$ cat src/arm_pkg.sv
// Shared types, constants and the arctangent table for the axis rotation matrix block.
// No dependencies; imported by every module of the block.
`default_nettype none

package arm_pkg;

    // CORDIC configuration. The arctangent table has 24 entries, so the chain is capped there.
    localparam int CORDIC_STAGES = 16;
    localparam int TABLE_LEN     = 24;
    localparam int NUM_CELLS     = (CORDIC_STAGES < TABLE_LEN) ? CORDIC_STAGES : TABLE_LEN;
    localparam int STAGE_W       = $clog2(TABLE_LEN);

    // Field widths.
    localparam int DELTA_W = 26;
    localparam int ANGLE_W = 25;
    localparam int ENTRY_W = 16;
    localparam int XY_W    = 33;
    localparam int Z_W     = 33;
    localparam int ACC_W   = 27;

    // Angle constants in degrees with 16 fractional bits.
    localparam logic signed [ACC_W-1:0] FULL_TURN    = 27'sd23592960;
    localparam logic signed [ACC_W-1:0] HALF_TURN    = 27'sd11796480;
    localparam logic signed [ACC_W-1:0] QUARTER_TURN = 27'sd5898240;
    localparam logic signed [DELTA_W-1:0] DELTA_LIMIT = 26'sd23592959;

    // Inverse CORDIC gain in Q30 and unity in Q1.14.
    localparam logic signed [XY_W-1:0] INV_GAIN_Q30 = 33'sd652032874;
    localparam int ONE_Q14 = 16384;

    // Axis register codes; any other code selects the z axis.
    localparam logic [1:0] AXIS_X = 2'd0;
    localparam logic [1:0] AXIS_Y = 2'd1;

    // One word in flight through the CORDIC chain.
    typedef struct packed {
        logic signed [XY_W-1:0] x;
        logic signed [XY_W-1:0] y;
        logic signed [Z_W-1:0]  z;
        logic                   neg;
        logic [ANGLE_W-1:0]     angle;
    } cordic_t;

    // round(atan(2^-i) * 180/pi * 2^24).
    function automatic logic signed [Z_W-1:0] atan_q24(input logic [STAGE_W-1:0] idx);
        logic signed [Z_W-1:0] v;
        case (idx)
            5'd0:    v = 33'sd754974720;
            5'd1:    v = 33'sd445687602;
            5'd2:    v = 33'sd235489089;
            5'd3:    v = 33'sd119537938;
            5'd4:    v = 33'sd60000934;
            5'd5:    v = 33'sd30029717;
            5'd6:    v = 33'sd15018523;
            5'd7:    v = 33'sd7509720;
            5'd8:    v = 33'sd3754917;
            5'd9:    v = 33'sd1877466;
            5'd10:   v = 33'sd938734;
            5'd11:   v = 33'sd469367;
            5'd12:   v = 33'sd234684;
            5'd13:   v = 33'sd117342;
            5'd14:   v = 33'sd58671;
            5'd15:   v = 33'sd29335;
            5'd16:   v = 33'sd14668;
            5'd17:   v = 33'sd7334;
            5'd18:   v = 33'sd3667;
            5'd19:   v = 33'sd1833;
            5'd20:   v = 33'sd917;
            5'd21:   v = 33'sd458;
            5'd22:   v = 33'sd229;
            5'd23:   v = 33'sd115;
            default: v = '0;
        endcase
        return v;
    endfunction

endpackage

`default_nettype wire

$ cat src/arm_back.sv
// Output stage: sign restore, rounding to Q1.14 with saturation, matrix assembly.
// Depends on arm_pkg.
`default_nettype none

module arm_back
    import arm_pkg::*;
(
    input  wire logic               aclk,
    input  wire logic               aresetn,
    input  wire logic [1:0]         axis,
    input  wire logic               in_valid,
    output logic                    in_ready,
    input  wire cordic_t            in_data,
    output logic                    m_valid,
    input  wire logic               m_ready,
    output logic [ANGLE_W-1:0]      m_angle_now,
    output logic signed [ENTRY_W-1:0] m_m00,
    output logic signed [ENTRY_W-1:0] m_m01,
    output logic signed [ENTRY_W-1:0] m_m02,
    output logic signed [ENTRY_W-1:0] m_m10,
    output logic signed [ENTRY_W-1:0] m_m11,
    output logic signed [ENTRY_W-1:0] m_m12,
    output logic signed [ENTRY_W-1:0] m_m20,
    output logic signed [ENTRY_W-1:0] m_m21,
    output logic signed [ENTRY_W-1:0] m_m22
);

    localparam int R_W = XY_W - 15;
    localparam logic signed [ENTRY_W-1:0] ONE  = ENTRY_W'(ONE_Q14);
    localparam logic signed [ENTRY_W-1:0] ZERO = '0;

    typedef logic signed [ENTRY_W-1:0] entry_t;

    function automatic entry_t to_q14(input logic signed [XY_W-1:0] v);
        logic signed [XY_W:0] t;
        logic signed [R_W-1:0] r;
        entry_t res;
        t = {v[XY_W-1], v} + (XY_W+1)'(32768);
        r = t[XY_W:16];
        if (r > R_W'(ONE_Q14)) begin
            res = ONE;
        end else if (r < -R_W'(ONE_Q14)) begin
            res = -ONE;
        end else begin
            res = ENTRY_W'(r);
        end
        return res;
    endfunction

    logic   valid_reg;
    logic signed [XY_W-1:0] xc;
    logic signed [XY_W-1:0] ys;
    entry_t c;
    entry_t s;
    entry_t m_next [9];
    entry_t m_reg  [9];
    logic [ANGLE_W-1:0] angle_reg;

    assign in_ready = !valid_reg || m_ready;

    always_comb begin
        xc = in_data.neg ? -in_data.x : in_data.x;
        ys = in_data.neg ? -in_data.y : in_data.y;
        c  = to_q14(xc);
        s  = to_q14(ys);
        case (axis)
            AXIS_X: begin
                m_next = '{ONE, ZERO, ZERO, ZERO, c, -s, ZERO, s, c};
            end
            AXIS_Y: begin
                m_next = '{c, ZERO, s, ZERO, ONE, ZERO, -s, ZERO, c};
            end
            default: begin
                m_next = '{c, -s, ZERO, s, c, ZERO, ZERO, ZERO, ONE};
            end
        endcase
    end

    always_ff @(posedge aclk) begin
        if (!aresetn) begin
            valid_reg <= 1'b0;
        end else if (in_ready) begin
            valid_reg <= in_valid;
        end
    end

    always_ff @(posedge aclk) begin
        if (in_valid && in_ready) begin
            m_reg     <= m_next;
            angle_reg <= in_data.angle;
        end
    end

    assign m_valid     = valid_reg;
    assign m_angle_now = angle_reg;
    assign m_m00 = m_reg[0];
    assign m_m01 = m_reg[1];
    assign m_m02 = m_reg[2];
    assign m_m10 = m_reg[3];
    assign m_m11 = m_reg[4];
    assign m_m12 = m_reg[5];
    assign m_m20 = m_reg[6];
    assign m_m21 = m_reg[7];
    assign m_m22 = m_reg[8];

endmodule

`default_nettype wire

$ cat config.mk
export PLATFORM = sky130hd
export DESIGN_NAME = arm_back
export DESIGN_NICKNAME = d
export VERILOG_FILES = /design/src/arm_pkg.sv /design/src/arm_back.sv
export SDC_FILE = /design/constraint.sdc
export NUM_CORES = 1
export LEC_CHECK = 0
export BUFFER_PORTS_ARGS = -buffer_cell sky130_fd_sc_hd__buf_2
export CORE_ASPECT_RATIO = 1.5
export CORE_MARGIN = 2
export CORE_UTILIZATION = 55
export DETAILED_ROUTE_END_ITERATION = 7
export PLACE_DENSITY = 0.89
export SLEW_MARGIN = 20
export SYNTH_ARGS = -nofsm -noshare
export SYNTH_HDL_FRONTEND = slang
export SYNTH_SLANG_ARGS = --single-unit
$ cat constraint.sdc
create_clock -name aclk -period 10.3 [get_ports aclk]
set_input_delay 1.03 -clock aclk [delete_from_list [all_inputs] [get_ports aclk]]
set_output_delay 1.03 -clock aclk [all_outputs]
set_load 0.05 [all_outputs]
# ---- After elaboration in Yosys (flattened, before gate mapping)
# Cells that the tools add are included.
# Widths: inputs -> output; s select.
dict set report classes {
  n_eq_ne 1
  order_cmp 4
  n_reduce_logical 4
  mux 7
  addsub 5
}
# operator count
set op_table {}
lappend op_table {{$pmux 144 s2} 1}
lappend op_table {{$add 33x17->34 const B} 2}
lappend op_table {{$mux 33} 2}
lappend op_table {{$neg 33->33} 2}
lappend op_table {{$mux 16} 4}
lappend op_table {{$gt 18x16->1 const B} 2}
lappend op_table {{$lt 18x15->1 const B} 2}
lappend op_table {{$neg 16->16} 1}
lappend op_table {{$eq 2x1->1 const B} 1}
lappend op_table {{$logic_not 2->1} 1}
lappend op_table {{$logic_and 1x1->1} 1}
lappend op_table {{$logic_not 1->1} 1}
lappend op_table {{$logic_or 1x1->1} 1}
dict set report word_totals {
  ff_bits 170
  elab_cells 32
}

# ---- Depth between registers and ports, before layout
# Gate-level depths: netlist of run 1.
dict set report logic_depth {
  word_depth 8
  ltp_mapped 27
}

# ---- Worst setup path after synthesis of run 1
# OpenSTA, ideal clock, no wires.
dict set report synth_path {
  kind {input-to-reg}
  startpoint {input in_data[25] (netlist name)}
  endpoint {register m_reg, in the netlist m_m01[4], data pin}
  slack_ns 4.046
  arrival_ns 5.997
  n_path_buf 9
  required_time_ns 10.043
  path_stages 27
  cell_sequence {buf_2 > buf_2 > buf_1 > clkbuf_1 > buf_1 > o21ai_0 > xnor2_1 > ha_1 > nand3b_1 > a31oi_1 > a41o_1 > or2_2 > clkbuf_1 > nand2b_1 > o31a_1 > nand3_1 > nor4_1 > a31o_1 > buf_6 > buf_6 > nand2_1 > ha_1 > buf_1 > inv_1 > nor2_1 > mux2_2 > a32o_1}
}
# element line_no
set synth_rtl {}
lappend synth_rtl {{from (decl)} arm_back.sv:13} ;# input wire cordic_t in_data,
lappend synth_rtl {{to (signal assigned)} arm_back.sv:89} ;# m_reg <= m_next;
lappend synth_rtl {{to (decl)} arm_back.sv:56} ;# entry_t m_reg [9];

==> out/metrics.yaml, run 1 <==
status:
  status: "completed"
synthesis:
  ys_seq_area_share_pct: 54.6
  ys.flop_type: "edfxtp_1"
  synthMuxAreaShare_pct: 0.792
  synth_fa_ha_area_share_pct: 0.410
  synth_fp_nets: 982
  ys_seq_elements: 167
  yosys.area_share.xor_xnor_pct: 6.02
  avgSynthCellArea_um2: 10.8
  async_flop_share_pct: 0
  synth_area_mm2: 0.00916
  synth_simple_gate_area_share_pct: 21.0
  syn_inst: 848
  ys_types: 80
  synth_compound_area_share_pct: 13.7
  synth_top_family_by_area: "simple AND/OR/NAND/NOR gates"
  yosys_warnings: 0
  synth_edf_count: 166
clocking:
  cts_max_path_buffers: 2
  cts_tree: "built"
  clk_latency_ns: 0.44
  clk_pin_slew_worst_paths_ns: 0.06
  clock_sinks: 167
  cts-root-buf: "clkbuf_16"
  holdBufCountCts: 0
  h-tree-depth: 4
  postCtsSetupBuffers: 0
  cts_resized: 0
  cts_buffers: 17
floorplanning:
  dieHeight_um: 162
  dieArea_mm2: 0.0177
  initial_utilization_pct: 56.3
  rows: 57
  dieWidth_um: 109
  io_pins: 302
  core_area_mm2: 0.0163
sta:
  clock_skew_ns: 0.0135
  worst_pin_slew_ns: 1.02
  final_max_slew_viol_count: 0
  finalSetupViolations: 0
  hold_violations: 0
  holdWs_ns: 0.576
  period_share_pct: 66.1
  fmax_mhz: 147
  grt_setup_unrepaired: "false"
  relSlewSlack_pct: 31.8
  setup_tns_ns: 0
  fin_crit_ns: 6.81
routing:
  drc: 0
  vias: 7908
  drtIter0Drc: 782
  viasPerCell: 6.07
  routed_wl_um: 24700
  route.antenna.remaining_nets: 0
  routedWlPerCell_um: 18.9
  firstDrtPassIters: 6
worst_setup_path:
  cp.arrival_ns: 6.98
  crit_fanout: 57
  critPathLaunchType: "input port"
  worst-path-buf-inv: 3
  critPathRequiredTime_ns: 10.48
  crit_family: "buffers and inverters"
  cp_slowest_stage_delay_ns: 0.99
  path_cells: "buf_2 > clkinv_1 > and3_1 > a31o_2 > o22ai_1 > xnor2_1 > o21a_1 > nand3_1 > nor4_1 > a31o_1 > nand2_1 > ha_1 > inv_1 > nor2_1 > mux2_2 > a32o_1"
  cpMaxStageDelayCell: "clkinv_1"
  cp-end-kind: "flop"
  worstSetupPathType: "input port to flop"
global_route:
  grt_pass1_wl_um: 37800
  grt_usage_pct: 27.6
  grt_remaining_overflow: 0
  grt_start_max_net_pins: 73
  antenna_found_initial: 0
  grt_pass1_vias: 7402
final_layout:
  multiInputGateArea_mm2: 0.00384
  fin_util_pct: 68.2
  drive_gt1_share_pct: 30.3
  regArea_mm2: 0.00500
  nets: 1218
  fillerInstances: 1220
  antenna_cells: 0
  synthToLayoutAreaGrowth_pct: 21.1
run:
  drv_cap: 0
place:
  numPortBuffers: 268
  place_hpwl_um: 17700
  gp_congestion: 0.901
pwr:
  pwr_density_cell_mw_per_mm2: 173
  peakVddDrop_uv: 169
  p_leak_nw: 4.29
min_path:
  min_path_type: "flop to flop"
## synthesized netlist by cell type, types with 9 or more instances
cell,n,area share [%]
and2_1,14,0.96
nor3_1,26,1.4
xnor2_1,35,3.3
nor2_1,153,6.3
a21oi_1,18,0.98
a31oi_1,9,0.61
nand3_1,18,0.98
nand4_1,12,0.82
xor2_1,28,2.7
o21ai_0,32,1.7
a32o_1,9,0.98
nand2b_1,12,0.82
o31ai_1,11,0.90
or3_1,15,1.0
nand2_1,64,2.6
clkbuf_1,21,0.86
buf_2,21,1.1
edfxtp_1,166,54
inv_1,13,0.53
## cells by family after synthesis
logic type	after synthesis
simple gates	377
flops	167
compound gates	162
buf+inv	69
xor+xnor	63
mux	7
fa+ha+maj	3
## per-stage QoR
step	setup slack [ns]	area [µm²]	total power, mW	std cells
CTS	3.66	11100	1.92	1302
global route	3.03	11100	1.97	1302
detailed placement	3.26	10500	1.29	1271
floorplan	4.05	9160	1.18	848
global placement	3.38	10500	1.28	1271
finish	3.49	11100	1.92	1302
## worst min-delay path, delay by kind of cell (launching register included)
| kind | cells | cell delay, ns |
|---|---|---|
| compound gates | 1 | 0.09 |
| flops | 1 | 0.32 |
| simple gates | 1 | 0.12 |
## sequential cells by signal, indices dropped and copies added (netlist names)
signal       flops
m_m01           16
m_m11           16
m_angle_now     25
m_m00           16
m_m02           16
m_m10           15
m_m20           15
m_valid          1
m_m22           16
m_m12           16
m_m21           15
## path summary, 6_finish.rpt
kind | slack [ns] | endpoint | cells after the start | from
worst min-delay path | 0.58 | m_valid$_SDFFE_PN0N_ | 2 | m_valid$_SDFFE_PN0N_
worst max-delay path | 3.49 | m_m12[6]$_DFFE_PP_ | 16 | in_data[25]
worst min register to register | 0.58 | m_valid$_SDFFE_PN0N_ | 2 | m_valid$_SDFFE_PN0N_
worst max register to register | 7.43 | m_m12[0]$_DFFE_PP_ | 4 | m_valid$_SDFFE_PN0N_
## cell type report
| cell class | count | area share [%] |
|---|---|---|
| clock buffer | 19 | 3.90 |
| inverter | 15 | 0.507 |
| timing repair buffer | 271 | 12.3 |
| tap | 206 | 2.32 |
| clock inverter | 12 | 1.29 |
| sequential | 167 | 45.1 |
| multi-input combinational | 612 | 34.6 |
## power breakdown
part           leakage [nW]  switching (mW)  internal, mW
registers              1.65          0.0138         0.808
clock network         0.274           0.271         0.360
logic                  2.37           0.356         0.109
total                  4.29           0.641          1.28
## cells in the final DEF, fill, tap and decap left out, types with 11 or more instances in the layout
cell type,instances
nand2b_1,12
nand4_1,12
o21ai_0,32
o31ai_1,11
inv_1,13
xor2_1,28
nand3_1,18
xnor2_1,35
and2_1,13
nor2_1,153
nor3_1,26
nand2_1,64
buf_2,268
clkbuf_16,17
edfxtp_1,166
or3_1,15
a21oi_1,18
## layer usage
layer	share of wire [%]	track usage (%)	vias to the layer above
met5	0	0	-
met4	4.3	13.4	0
met3	7.8	5.86	84
met2	51	46.7	467
met1	37	33.2	3712
li1	-	-	3645
(Power assumes the default switching activity.)
==> inputs of run 2 (changes only) <==
--- a/config.mk
+++ b/config.mk
@@ -8,9 +8,9 @@
 export BUFFER_PORTS_ARGS = -buffer_cell sky130_fd_sc_hd__buf_2
 export CORE_ASPECT_RATIO = 1.5
 export CORE_MARGIN = 2
-export CORE_UTILIZATION = 55
+export CORE_UTILIZATION = 46
 export DETAILED_ROUTE_END_ITERATION = 7
-export PLACE_DENSITY = 0.89
+export PLACE_DENSITY = 0.8
 export SLEW_MARGIN = 20
 export SYNTH_ARGS = -nofsm -noshare
 export SYNTH_HDL_FRONTEND = slang
==> constraint.sdc (replaced) <==
create_clock -name aclk -period 5.55 [get_ports aclk]
set_input_delay 0.555 -clock aclk [delete_from_list [all_inputs] [get_ports aclk]]
set_output_delay 0.555 -clock aclk [all_outputs]
set_load 0.05 [all_outputs]
==> out/metrics.yaml, run 2 (same netlist as run 1, synthesis figures left out) <==
global_route:
  grt_pass1_vias: 7093  # -4.2%
  grt_start_max_net_pins: 81  # +11%
  antenna_found_initial: 2  # +2
  grt_usage_pct: 22.1  # -5.5 points
  grt_pass1_wl_um: 36500  # -3.2%
  grt_remaining_overflow: 0  # unchanged
floorplanning:
  dieHeight_um: 177  # +9.1%
  core_area_mm2: 0.0196  # +21%
  io_pins: 302  # unchanged
  initial_utilization_pct: 46.7  # -9.7 points
  dieArea_mm2: 0.0211  # +19%
  rows: 63  # +11%
  dieWidth_um: 119  # +9.0%
routing:
  route.antenna.remaining_nets: 0  # unchanged
  drtIter0Drc: 427  # -45%
  drc: 0  # unchanged
  vias: 7704  # -2.6%
  firstDrtPassIters: 5  # -1
  routed_wl_um: 24000  # -2.9%
  viasPerCell: 5.60  # -7.8%
  routedWlPerCell_um: 17.4  # -8.0%
worst_setup_path:
  cp.arrival_ns: 4.90  # -2.08 ns
  critPathRequiredTime_ns: 5.73  # -4.75 ns
  worstSetupPathType: "input port to flop"
  crit_fanout: 8  # -86%
  critPathLaunchType: "input port"
  cp-end-kind: "flop"
sta:
  setup_tns_ns: 0  # unchanged
  worst_pin_slew_ns: 0.978  # -0.0440 ns
  final_max_slew_viol_count: 0  # unchanged
  period_share_pct: 85.0
  finalSetupViolations: 0  # unchanged
  grt_setup_unrepaired: "false"
  relSlewSlack_pct: 34.8  # +2.9 points
  clock_skew_ns: 0.00805  # -0.00545 ns
  fmax_mhz: 212
  fin_crit_ns: 4.72
  hold_violations: 0  # unchanged
min_path:
  min_path_type: "input port to flop"
place:
  dp.cells: 1343  # +5.7%
  numPortBuffers: 268  # unchanged
  gp_congestion: 0.901  # about the same
  place_hpwl_um: 17900  # +0.66%
clocking:
  cts_resized: 0  # unchanged
  cts-root-buf: "clkbuf_16"
  cts_buffers: 17  # unchanged
  cts_max_path_buffers: 2  # unchanged
  postCtsSetupBuffers: 0  # unchanged
  clk_latency_ns: 0.43  # about the same
  cts_tree: "built"
  clk_pin_slew_worst_paths_ns: 0.06  # about the same
  holdBufCountCts: 0  # unchanged
  clock_sinks: 167  # unchanged
  h-tree-depth: 4  # unchanged
pwr:
  pwr_density_cell_mw_per_mm2: 318  # +84%
  p_leak_nw: 4.39  # +2.4%
  peakVddDrop_uv: 194  # +15%
final_layout:
  largest_reg_flops: 25  # unchanged
  final_cells: 1375  # +5.6%
  drive_gt1_share_pct: 31.5  # +1.2 points
  layout_commonest_cell: "buf_2"
  nets: 1236  # +1.5%
  synthToLayoutAreaGrowth_pct: 23.8
  layout_common_cells: "268 x buf_2, 166 x edfxtp_1, 153 x nor2_1"
run:
  drv_cap: 0  # unchanged
status:
  status: "completed"
==> run 2: through the flow <==
stage | worst slack (ns) | instance area, µm² | hold slack (ns) | util [%] | power (mW)
global route | 0.386 | 11300 | 0.276 | 57.8 | 3.73
finish | 0.834 | 11300 | 0.293 | 57.8 | 3.60
floorplan | 0.0664 | 9170 | 0.654 | - | 2.19
detailed placement | 0.412 | 10700 | 0.556 | 54.7 | 2.41
CTS | 0.849 | 11300 | 0.277 | 57.8 | 3.62
global placement | 0.515 | 10700 | 0.511 | 54.7 | 2.40
==> run 2: layout make-up <==
class / count / area, µm²
Multi-Input combinational cell: 612 / 3840
Inverter: 15 / 56.3
Timing Repair Buffer: 289 / 1500
Sequential cell: 167 / 5000
Fill cell: 1632 / 8290
Clock buffer: 18 / 429
Antenna cell: 1 / 2.50
Clock inverter: 13 / 179
Tap cell: 260 / 325
==> run 2: routing by layer <==
| metal | part of all wire [%] | vias up | global-route usage, % | routed length (µm) |
|---|---|---|---|---|
| li1 | - | 3677 | - | - |
| met1 | 38 | 3659 | 25.8 | 9110 |
| met2 | 54 | 335 | 40.0 | 12800 |
| met3 | 6.4 | 33 | 4.90 | 1520 |
| met4 | 2.0 | 0 | 7.39 | 480 |
| met5 | 0 | - | 0 | 0 |
==> run 2: worst paths after layout <==
check | startpoint | end | slack (ns) | cells past startpoint
min | in_data[7] | m_angle_now[7]$_DFFE_PP_ | 0.29 | 1
min reg2reg | m_valid$_SDFFE_PN0N_ | m_valid$_SDFFE_PN0N_ | 0.56 | 2
max | in_data[71] | m_m01[12]$_DFFE_PP_ | 0.83 | 22
max reg2reg | m_valid$_SDFFE_PN0N_ | m_m02[6]$_DFFE_PP_ | 3.22 | 3
==> run 2: power by group <==
group | switching (mW) | internal (mW) | leakage (nW) | total [mW]
sequential | 0.0219 | 1.50 | 1.65 | 1.52
clock | 0.465 | 0.747 | 0.291 | 1.21
combinational | 0.657 | 0.214 | 2.45 | 0.871
==> run 2: worst max-delay path: stages <==
cell and delay, ns:
buf_2 0.10, nor4_2 0.29, and3_1 0.32, nand2_1 0.09, o21ai_0 0.19, xnor2_1 0.15, ha_1 0.23, nand3b_1 0.11
a31oi_1 0.18, a41o_1 0.13, nor2_1 0.09, or3_1 0.42, o211ai_1 0.23, nand3_1 0.18, nor4_2 0.34, a31o_1 0.23
nand2_1 0.07, ha_1 0.20, buf_4 0.17, nand3_1 0.06, o21ai_0 0.20, a32o_1 0.34
